--- config.mk ---
export PLATFORM = sky130hd
export DESIGN_NAME = gf2_random_convolution_accumulator_unit_flat
export DESIGN_NICKNAME = d
export VERILOG_FILES = /design/src/rtl/core/gf2rca_pkg.sv /design/src/rtl/core/gf2rca_stream_if.sv /design/src/rtl/core/gf2rca_cfg.sv /design/src/rtl/core/gf2rca_in_stage.sv /design/src/rtl/core/gf2rca_window.sv /design/src/rtl/core/gf2rca_out_stage.sv /design/src/rtl/core/gf2_random_convolution_accumulator_unit.sv /design/src/flat_wrapper.sv
export SDC_FILE = /design/constraint.sdc
export NUM_CORES = 2
export LEC_CHECK = 0
export BUFFER_PORTS_ARGS = -buffer_cell sky130_fd_sc_hd__buf_4
export CAP_MARGIN = 20
export CORE_MARGIN = 5
export CORE_UTILIZATION = 45
export DETAILED_ROUTE_END_ITERATION = 10
export GPL_ROUTABILITY_DRIVEN = 0
export GPL_TIMING_DRIVEN = 0
export HOLD_SLACK_MARGIN = 0.06
export MAX_ROUTING_LAYER = met4
export PLACE_DENSITY_LB_ADDON = 0.1
export SYNTH_ARGS = -nofsm -noshare
export SYNTH_HDL_FRONTEND = slang
export SYNTH_SLANG_ARGS = --single-unit
--- constraint.sdc ---
create_clock -name clk -period 173.9 [get_ports clk]
set_input_delay 34.78 -clock clk [delete_from_list [all_inputs] [get_ports clk]]
set_output_delay 34.78 -clock clk [all_outputs]
set_load 0.03 [all_outputs]
--- src/rtl/core/gf2rca_pkg.sv ---
// ----------------------------------------------------------------------------
// gf2rca_pkg
// Shared constants, types and helpers of the GF(2) convolution accumulator.
// ----------------------------------------------------------------------------
package gf2rca_pkg;

  localparam int VALUE_W       = 64;
  localparam int RAND_W        = 32;
  localparam int ACC_BYTES_W   = 3;
  localparam int BITS_PER_BYTE = 8;
  localparam int ELEM_W        = 64;
  localparam int MAX_ACC_BYTES = 4;
  localparam int WIN_DEPTH     = BITS_PER_BYTE * MAX_ACC_BYTES + 1;
  localparam int WIN_IDX_W     = $clog2(WIN_DEPTH);

  localparam int APB_DATA_W = 32;
  localparam int APB_ADDR_W = 3;
  localparam int REG_IDX_W  = APB_ADDR_W - 2;

  localparam logic [REG_IDX_W-1:0] REG_ACC_BYTES = REG_IDX_W'(0);

  typedef logic [ELEM_W-1:0]      elem_t;
  typedef logic [ACC_BYTES_W-1:0] acc_bytes_t;

  typedef struct packed {
    logic [VALUE_W-1:0] value;
    logic [RAND_W-1:0]  rand_bits;
    logic               last;
  } item_t;

  typedef struct packed {
    logic  valid;
    item_t item;
  } stage_t;

  // clamp the configured byte count to what the window can hold
  function automatic acc_bytes_t sat_bytes(input acc_bytes_t raw);
    acc_bytes_t res;
    if (raw > acc_bytes_t'(MAX_ACC_BYTES)) begin
      res = acc_bytes_t'(MAX_ACC_BYTES);
    end else begin
      res = raw;
    end
    return res;
  endfunction

endpackage

--- src/rtl/core/gf2rca_stream_if.sv ---
// ----------------------------------------------------------------------------
// gf2rca stream interfaces
// Valid/ready channels for input elements and coded results.
// ----------------------------------------------------------------------------
interface gf2rca_in_if;
  import gf2rca_pkg::*;

  logic               valid;
  logic               ready;
  logic [VALUE_W-1:0] value;
  logic [RAND_W-1:0]  rand_bits;
  logic               last;

  modport source (output valid, output value, output rand_bits, output last, input ready);
  modport sink   (input valid, input value, input rand_bits, input last, output ready);
endinterface

interface gf2rca_out_if;
  import gf2rca_pkg::*;

  logic               valid;
  logic               ready;
  logic [VALUE_W-1:0] coded;
  logic               last_out;

  modport source (output valid, output coded, output last_out, input ready);
  modport sink   (input valid, input coded, input last_out, output ready);
endinterface

--- src/rtl/core/gf2rca_cfg.sv ---
// ----------------------------------------------------------------------------
// gf2rca_cfg
// APB register file holding the per-element random byte count.
// ----------------------------------------------------------------------------
module gf2rca_cfg (
  input  logic                              clk,
  input  logic                              rst_n,
  input  logic                              psel,
  input  logic                              penable,
  input  logic                              pwrite,
  input  logic [gf2rca_pkg::APB_ADDR_W-1:0] paddr,
  input  logic [gf2rca_pkg::APB_DATA_W-1:0] pwdata,
  output logic [gf2rca_pkg::APB_DATA_W-1:0] prdata,
  output logic                              pready,
  output gf2rca_pkg::acc_bytes_t            acc_bytes
);
  import gf2rca_pkg::*;

  acc_bytes_t acc_bytes_r;
  acc_bytes_t acc_bytes_nxt;
  logic       sel_acc;
  logic       wr_en;

  assign pready  = 1'b1;
  assign sel_acc = (paddr[APB_ADDR_W-1:2] == REG_ACC_BYTES);
  assign wr_en   = psel && penable && pwrite && pready;

  always_comb begin
    acc_bytes_nxt = acc_bytes_r;
    if (wr_en && sel_acc) begin
      acc_bytes_nxt = pwdata[ACC_BYTES_W-1:0];
    end
  end

  always_ff @(posedge clk) begin
    if (!rst_n) begin
      acc_bytes_r <= '0;
    end else begin
      acc_bytes_r <= acc_bytes_nxt;
    end
  end

  assign prdata    = sel_acc ? APB_DATA_W'(acc_bytes_r) : '0;
  assign acc_bytes = acc_bytes_r;

endmodule

--- src/rtl/core/gf2rca_in_stage.sv ---
// ----------------------------------------------------------------------------
// gf2rca_in_stage
// Input register; refills in the same cycle the held element is consumed.
// ----------------------------------------------------------------------------
module gf2rca_in_stage (
  input  logic               clk,
  input  logic               rst_n,
  gf2rca_in_if.sink          in_ch,
  input  logic               take,
  output gf2rca_pkg::stage_t stage
);
  import gf2rca_pkg::*;

  logic  valid_r;
  logic  valid_nxt;
  item_t item_r;
  logic  accept;

  assign in_ch.ready = !valid_r || take;
  assign accept      = in_ch.valid && in_ch.ready;

  always_comb begin
    valid_nxt = valid_r;
    if (accept) begin
      valid_nxt = 1'b1;
    end else if (take) begin
      valid_nxt = 1'b0;
    end
  end

  always_ff @(posedge clk) begin
    if (!rst_n) begin
      valid_r <= 1'b0;
    end else begin
      valid_r <= valid_nxt;
    end
  end

  always_ff @(posedge clk) begin
    if (accept) begin
      item_r.value     <= in_ch.value;
      item_r.rand_bits <= in_ch.rand_bits;
      item_r.last      <= in_ch.last;
    end
  end

  assign stage.valid = valid_r;
  assign stage.item  = item_r;

endmodule

--- src/rtl/core/gf2rca_window.sv ---
// ----------------------------------------------------------------------------
// gf2rca_window
// Pending-contribution window: finishes an element and spreads it forward.
// ----------------------------------------------------------------------------
module gf2rca_window (
  input  logic                   clk,
  input  logic                   rst_n,
  input  logic                   fire,
  input  gf2rca_pkg::item_t      item,
  input  gf2rca_pkg::acc_bytes_t acc_bytes,
  output gf2rca_pkg::elem_t      fin
);
  import gf2rca_pkg::*;

  elem_t                win_r   [WIN_DEPTH];
  elem_t                win_nxt [WIN_DEPTH];
  acc_bytes_t           nbytes;
  logic [WIN_IDX_W-1:0] final_slot;
  logic                 spread_en;

  assign nbytes     = sat_bytes(acc_bytes);
  assign final_slot = WIN_IDX_W'(nbytes) << $clog2(BITS_PER_BYTE);
  assign spread_en  = (nbytes != '0);
  assign fin        = item.value[ELEM_W-1:0] ^ win_r[0];

  for (genvar s = 0; s < WIN_DEPTH; s++) begin : g_slot
    logic  hit;
    elem_t shifted;

    if (s < WIN_DEPTH - 1) begin : g_rand
      localparam int K    = s / BITS_PER_BYTE;
      localparam int B    = s % BITS_PER_BYTE;
      localparam int RBIT = BITS_PER_BYTE * K + (BITS_PER_BYTE - 1 - B);
      assign shifted = win_r[s+1];
      // random tap inside the active bytes, or the fixed tail tap
      assign hit = spread_en &&
                   (((WIN_IDX_W'(s) < final_slot) && item.rand_bits[RBIT]) ||
                    (WIN_IDX_W'(s) == final_slot));
    end else begin : g_tail
      assign shifted = '0;
      assign hit     = spread_en && (WIN_IDX_W'(s) == final_slot);
    end

    always_comb begin
      if (item.last) begin
        win_nxt[s] = '0;
      end else if (hit) begin
        win_nxt[s] = shifted ^ fin;
      end else begin
        win_nxt[s] = shifted;
      end
    end
  end

  always_ff @(posedge clk) begin
    if (!rst_n) begin
      for (int i = 0; i < WIN_DEPTH; i++) begin
        win_r[i] <= '0;
      end
    end else if (fire) begin
      for (int i = 0; i < WIN_DEPTH; i++) begin
        win_r[i] <= win_nxt[i];
      end
    end
  end

endmodule

--- src/rtl/core/gf2rca_out_stage.sv ---
// ----------------------------------------------------------------------------
// gf2rca_out_stage
// Result register driving the coded output channel.
// ----------------------------------------------------------------------------
module gf2rca_out_stage (
  input  logic              clk,
  input  logic              rst_n,
  input  logic              load,
  input  gf2rca_pkg::elem_t fin,
  input  logic              last,
  output logic              out_free,
  gf2rca_out_if.source      out_ch
);
  import gf2rca_pkg::*;

  logic               valid_r;
  logic               valid_nxt;
  logic [VALUE_W-1:0] coded_r;
  logic               last_r;

  assign out_free = !valid_r || out_ch.ready;

  always_comb begin
    valid_nxt = valid_r;
    if (load) begin
      valid_nxt = 1'b1;
    end else if (out_ch.ready) begin
      valid_nxt = 1'b0;
    end
  end

  always_ff @(posedge clk) begin
    if (!rst_n) begin
      valid_r <= 1'b0;
    end else begin
      valid_r <= valid_nxt;
    end
  end

  always_ff @(posedge clk) begin
    if (load) begin
      coded_r <= VALUE_W'(fin);
      last_r  <= last;
    end
  end

  assign out_ch.valid    = valid_r;
  assign out_ch.coded    = coded_r;
  assign out_ch.last_out = last_r;

endmodule

--- src/rtl/core/gf2_random_convolution_accumulator_unit.sv ---
// ----------------------------------------------------------------------------
// gf2_random_convolution_accumulator_unit
// Streaming in-place GF(2) convolution accumulator with APB configuration.
// ----------------------------------------------------------------------------
// Each accepted element is XORed with the contribution pending for it and
// returned as coded; the result is then XORed into the next 8*acc_bytes+1
// window slots chosen by rand_bits (bit 7-b of byte k selects distance
// 8k+b+1) plus the last slot. acc_bytes of 0 passes values through, values
// above 4 act as 4, and the window clears after an element with last set.
// The block takes one element per clock cycle while the output is not
// stalled; an accepted element waits in the input register, and its result
// is registered in the output stage. The window register bank of 33 slots
// is updated at once for each element, which sets that rate. Write
// acc_bytes only while no transaction is in flight.
module gf2_random_convolution_accumulator_unit (
  input  logic                              clk,
  input  logic                              rst_n,
  gf2rca_in_if.sink                         in_ch,
  gf2rca_out_if.source                      out_ch,
  input  logic                              psel,
  input  logic                              penable,
  input  logic                              pwrite,
  input  logic [gf2rca_pkg::APB_ADDR_W-1:0] paddr,
  input  logic [gf2rca_pkg::APB_DATA_W-1:0] pwdata,
  output logic [gf2rca_pkg::APB_DATA_W-1:0] prdata,
  output logic                              pready
);
  import gf2rca_pkg::*;

  acc_bytes_t acc_bytes;
  stage_t     stage;
  elem_t      fin;
  logic       out_free;
  logic       fire;

  assign fire = stage.valid && out_free;

  gf2rca_cfg u_cfg (
    .clk       (clk),
    .rst_n     (rst_n),
    .psel      (psel),
    .penable   (penable),
    .pwrite    (pwrite),
    .paddr     (paddr),
    .pwdata    (pwdata),
    .prdata    (prdata),
    .pready    (pready),
    .acc_bytes (acc_bytes)
  );

  gf2rca_in_stage u_in_stage (
    .clk   (clk),
    .rst_n (rst_n),
    .in_ch (in_ch),
    .take  (fire),
    .stage (stage)
  );

  gf2rca_window u_window (
    .clk       (clk),
    .rst_n     (rst_n),
    .fire      (fire),
    .item      (stage.item),
    .acc_bytes (acc_bytes),
    .fin       (fin)
  );

  gf2rca_out_stage u_out_stage (
    .clk      (clk),
    .rst_n    (rst_n),
    .load     (fire),
    .fin      (fin),
    .last     (stage.item.last),
    .out_free (out_free),
    .out_ch   (out_ch)
  );

endmodule

--- src/flat_wrapper.sv ---
// flat-port wrapper written by rule: the top's interface ports become plain ports
module gf2_random_convolution_accumulator_unit_flat import gf2rca_pkg::*;
  (clk, rst_n, psel, penable, pwrite, paddr, pwdata, prdata, pready, in_ch_valid, in_ch_value, in_ch_rand_bits, in_ch_last, in_ch_ready, out_ch_valid, out_ch_coded, out_ch_last_out, out_ch_ready);
  gf2rca_in_if in_ch_i ();
  gf2rca_out_if out_ch_i ();
  input  logic clk;
  input  logic rst_n;
  input  logic psel;
  input  logic penable;
  input  logic pwrite;
  input  logic [gf2rca_pkg::APB_ADDR_W-1:0] paddr;
  input  logic [gf2rca_pkg::APB_DATA_W-1:0] pwdata;
  output logic [gf2rca_pkg::APB_DATA_W-1:0] prdata;
  output logic pready;
  input wire logic [$bits(in_ch_i.valid)-1:0] in_ch_valid;
  input wire logic [$bits(in_ch_i.value)-1:0] in_ch_value;
  input wire logic [$bits(in_ch_i.rand_bits)-1:0] in_ch_rand_bits;
  input wire logic [$bits(in_ch_i.last)-1:0] in_ch_last;
  output wire logic [$bits(in_ch_i.ready)-1:0] in_ch_ready;
  output wire logic [$bits(out_ch_i.valid)-1:0] out_ch_valid;
  output wire logic [$bits(out_ch_i.coded)-1:0] out_ch_coded;
  output wire logic [$bits(out_ch_i.last_out)-1:0] out_ch_last_out;
  input wire logic [$bits(out_ch_i.ready)-1:0] out_ch_ready;
  assign in_ch_i.valid = in_ch_valid;
  assign in_ch_i.value = in_ch_value;
  assign in_ch_i.rand_bits = in_ch_rand_bits;
  assign in_ch_i.last = in_ch_last;
  assign in_ch_ready = in_ch_i.ready;
  assign out_ch_valid = out_ch_i.valid;
  assign out_ch_coded = out_ch_i.coded;
  assign out_ch_last_out = out_ch_i.last_out;
  assign out_ch_i.ready = out_ch_ready;
  gf2_random_convolution_accumulator_unit u_core (.clk(clk), .rst_n(rst_n), .in_ch(in_ch_i), .out_ch(out_ch_i), .psel(psel), .penable(penable), .pwrite(pwrite), .paddr(paddr), .pwdata(pwdata), .prdata(prdata), .pready(pready));
endmodule
==> impl_metrics.tcl <==
set metrics [dict create \
    post_cts_buffers 0 \
    syn_to_final_growth_pct 13.3 \
    avgSynthCellArea_sq_um 11.1 \
    post-route-period-util_pct 40.4 \
    cp_max_fo 3 \
    yosysSeqAreaShare_pct 57.3 \
    die_w_um 525 \
    final_layout_size_suffix_gt1_share_pct 8.21 \
    ys_warn_count 0 \
    grt_pass1_vias 96400 \
    overflow 0 \
    cp_num_buf_inv 2 \
    min_period_ns 70.31 \
    cp_top_family "simple AND/OR/NAND/NOR gates" \
    syn_area_sq_mm 0.119 \
    finClkSkew_ns 0.0490 \
    path_clk_slew_ns 0.06 \
    vdd_ir_drop_max_v 0.00000801 \
    grt_setup_unrepaired "no" \
    firstDrtPassIters 7 \
    arrival_ns 35.53 \
    setup_viol 0 \
    critPathLaunch "out_ch_ready" \
    intPower_mw 0.997 \
    grt_max_degree 72 \
    numCtsBuffers 269 \
    worstReg2RegStart "u_core.u_out_stage.out_ch.valid$_SDFFE_PN0P_" \
    holdCritStartpoint "u_core.u_window.win_r[0][1979]$_SDFFCE_PP0P_" \
    ys_top_cells_by_area "edfxtp_1 (57%), a21oi_1 (6.7%), or3_1 (4.9%)" \
    postRouteAntennaNets 0 \
    grt_pass1_wl_um 684000 \
    dp_slack_ns 103.57 \
    fin_setup_tns_ns 0 \
    slew_violations 0 \
    power_density_mw_per_mm2 10.2 \
    worstSetupPathType "in2out" \
    crit_chain "buf_4 -> nor2b_1 -> nand2_1 -> buf_4" \
    drc 0 \
    wl_per_cell_um 32.4 \
    core.rowCount 189 \
    synth-seq-cells 2279 \
    final-hold-violation-count 0 \
    maxCapViolCount 0 \
    pwr-share-clk_pct 40.9 \
    wl_um 487000 \
    path_common_cell "buf_4" \
    insertion_delay_ns 0.88 \
    ys_types 33 \
    portBuffers 177 \
    ios 239 \
    pwr-share-comb_pct 11.5 \
    dpl.hpwl_um 368000 \
    slew_headroom_pct 11.3 \
    hp-class "reg2reg" \
    coreArea_sq_mm 0.265 \
    antenna_found_initial 44 \
    p_seq_share_pct 47.6 \
    switching_share_pct 28.0 \
    synth_top_cell_by_area "edfxtp_1" \
    grt_usage_pct 34.6 \
    finalNetCount 11400 \
    cts_resized 0 \
    h-tree-depth 5 \
    cts-root-buf "clkbuf_16" \
    p_switching_mw 0.387 \
    cpMaxStageDelayCell "buf_4" \
    worst_slack_ns 103.59 \
    cts_tree "built" \
    vias 103000 \
    startpoint_type "input port" \
    drt_iter0_markers 15300 \
    yosys.area.top_type_share_pct 57.2 \
    initial_core_util_pct 45.1 \
    required_ns 139.12 \
    cts_hold_buf 0 \
    status "complete, no violations" \
    fp.dieH_um 525 \
    end_kind "output pin" \
    syn_inst 10700 \
    critPathMaxStageDelay_ns 0.23 \
    vias_per_cell 6.82 \
    tightestPinTransition_ns 1.33 \
    cts_sinks 2279 \
    clock.fmax_ghz 0.0142 \
    die_area_sq_mm 0.276 \
    leakagePower_nw 39.2 \
    clockBufferDepth 4 \
]
==> worst register-to-register path: cells and delay by family, from the launching register on <==
family / cells / cell delay, ns
and+or+nand+nor: 3 / 1.37
buffers and inverters: 10 / 3.10
DFF: 1 / 0.49
==> per-stage QoR <==
stage                     util [%]  power, mW  hold WS [ns]  cells  area, sq um
final                         51.1       1.38         0.619  15100       135000
after global routing          51.1       1.41         0.641  15000       135000
after CTS                     51.0       1.38         0.611  15000       135000
after detailed placement      47.8      0.819         0.614  14500       127000
after global placement        47.3      0.923         0.595  14500       125000
after floorplan                  -      0.815         0.427  10800       119000
==> power by group through the flow <==
stage / combinational (mW) / sequential [mW] / clock (mW)
after floorplan: 0.0758 / 0.739 / 0
after CTS: 0.152 / 0.657 / 0.567
after detailed placement: 0.151 / 0.667 / 0
final: 0.159 / 0.659 / 0.566
after global routing: 0.164 / 0.660 / 0.591
after global placement: 0.144 / 0.779 / 0
==> Yosys cell counts <==
| cell type | count |
|---|---|
| nor2_2 | 1 |
| or4_1 | 600 |
| nand4b_1 | 506 |
| conb_1 | 2 |
| buf_1 | 36 |
| buf_2 | 229 |
| nor4_1 | 441 |
| nor2_1 | 64 |
| or3_1 | 943 |
| edfxtp_1 | 2274 |
| buf_4 | 78 |
| o31ai_1 | 601 |
| o21ba_2 | 2 |
| nand2b_1 | 2 |
| nand4_1 | 506 |
| o31ai_4 | 1 |
| o21ai_1 | 2 |
| nor2b_1 | 9 |
| nor3_4 | 1 |
| dfxtp_1 | 5 |
| mux2i_1 | 508 |
| o21a_1 | 1 |
| a21oi_1 | 1608 |
| buf_6 | 8 |
| nand3b_1 | 1 |
| inv_1 | 79 |
| clkbuf_1 | 1210 |
| o21ai_0 | 948 |
| xnor2_1 | 64 |
| and2_1 | 2 |
| a21oi_2 | 1 |
| nand2_1 | 9 |
| nand3_1 | 1 |
==> final timing paths <==
check,end,slack (ns),depth (start not counted)
worst min register to register,u_core.u_window.win_r[0][1915]$_SDFFCE_PP0P_,0.62,2
worst max-delay path,in_ch_ready,103.59,4
worst max register to register,u_core.u_window.win_r[0][2092]$_SDFFCE_PP0P_,168.54,13
worst min-delay path,u_core.u_window.win_r[0][1915]$_SDFFCE_PP0P_,0.62,2
==> kinds of logic (layout without fill, tap and decap cells) <==
group	after synthesis	count (layout)	share of synthesized area [%]
compound gates	3164	3164	14.6
xor+xnor	64	64	0.470
buf+inv	1640	2362	5.69
flops	2279	2279	57.3
mux	508	508	4.26
other cells	2	60	0.00629
simple gates	3086	3086	17.7
==> sequential cells by signal, indices dropped and copies added, names as in the netlist <==
name,flops
u_core.u_cfg.acc_bytes,3
u_core.u_in_stage.stage,97
u_core.u_in_stage.valid_r,1
u_core.u_out_stage.out_ch.coded,64
u_core.u_out_stage.out_ch.last_out,1
u_core.u_out_stage.out_ch.valid,1
u_core.u_window.win_r,2112
==> cells in the final DEF (no fill, tap or decap), types with 5 or more instances in the layout <==
cell | netlist | routed
clkbuf_1 | 1210 | 1253
buf_6 | 8 | 19
clkinv_1 | 0 | 59
a21oi_1 | 1608 | 1608
mux2i_1 | 508 | 508
bufinv_16 | 0 | 23
clkinv_2 | 0 | 40
edfxtp_1 | 2274 | 2274
clkinvlp_4 | 0 | 7
o21ai_0 | 948 | 948
or3_1 | 943 | 943
nand4b_1 | 506 | 506
buf_16 | 0 | 36
inv_1 | 79 | 79
conb_1 | 2 | 30
diode_2 | 0 | 30
o31ai_1 | 601 | 601
nor2b_1 | 9 | 9
buf_4 | 78 | 255
nor2_1 | 64 | 64
clkbuf_2 | 0 | 11
xnor2_1 | 64 | 64
dfxtp_1 | 5 | 5
inv_6 | 0 | 9
clkbuf_16 | 0 | 278
nand2_1 | 9 | 9
buf_1 | 36 | 36
or4_1 | 600 | 600
buf_2 | 229 | 229
buf_8 | 0 | 18
nand4_1 | 506 | 506
nor4_1 | 441 | 441
==> final cells by class <==
type / count / area, sq um
inverters: 79 / 297
diodes: 30 / 75.1
clock inverters: 144 / 1340
multi-input cells: 6852 / 44300
repair buffers: 246 / 2790
flip-flops and latches: 2279 / 68400
fillers: 23000 / 129000
well taps: 3533 / 4420
clock buffers: 332 / 7160
plain buffers: 1561 / 6510
==> per-layer routing <==
layer  global-route usage (%)  wire (um)  up-vias
li1                         -          -    44000
met1                     43.7     184000    50500
met2                     51.4     213000     6847
met3                     7.48      53900     1322
met4                     20.7      35500        0
met5                        -          0        -
Note: power is estimated with default switching activity, not from simulation.
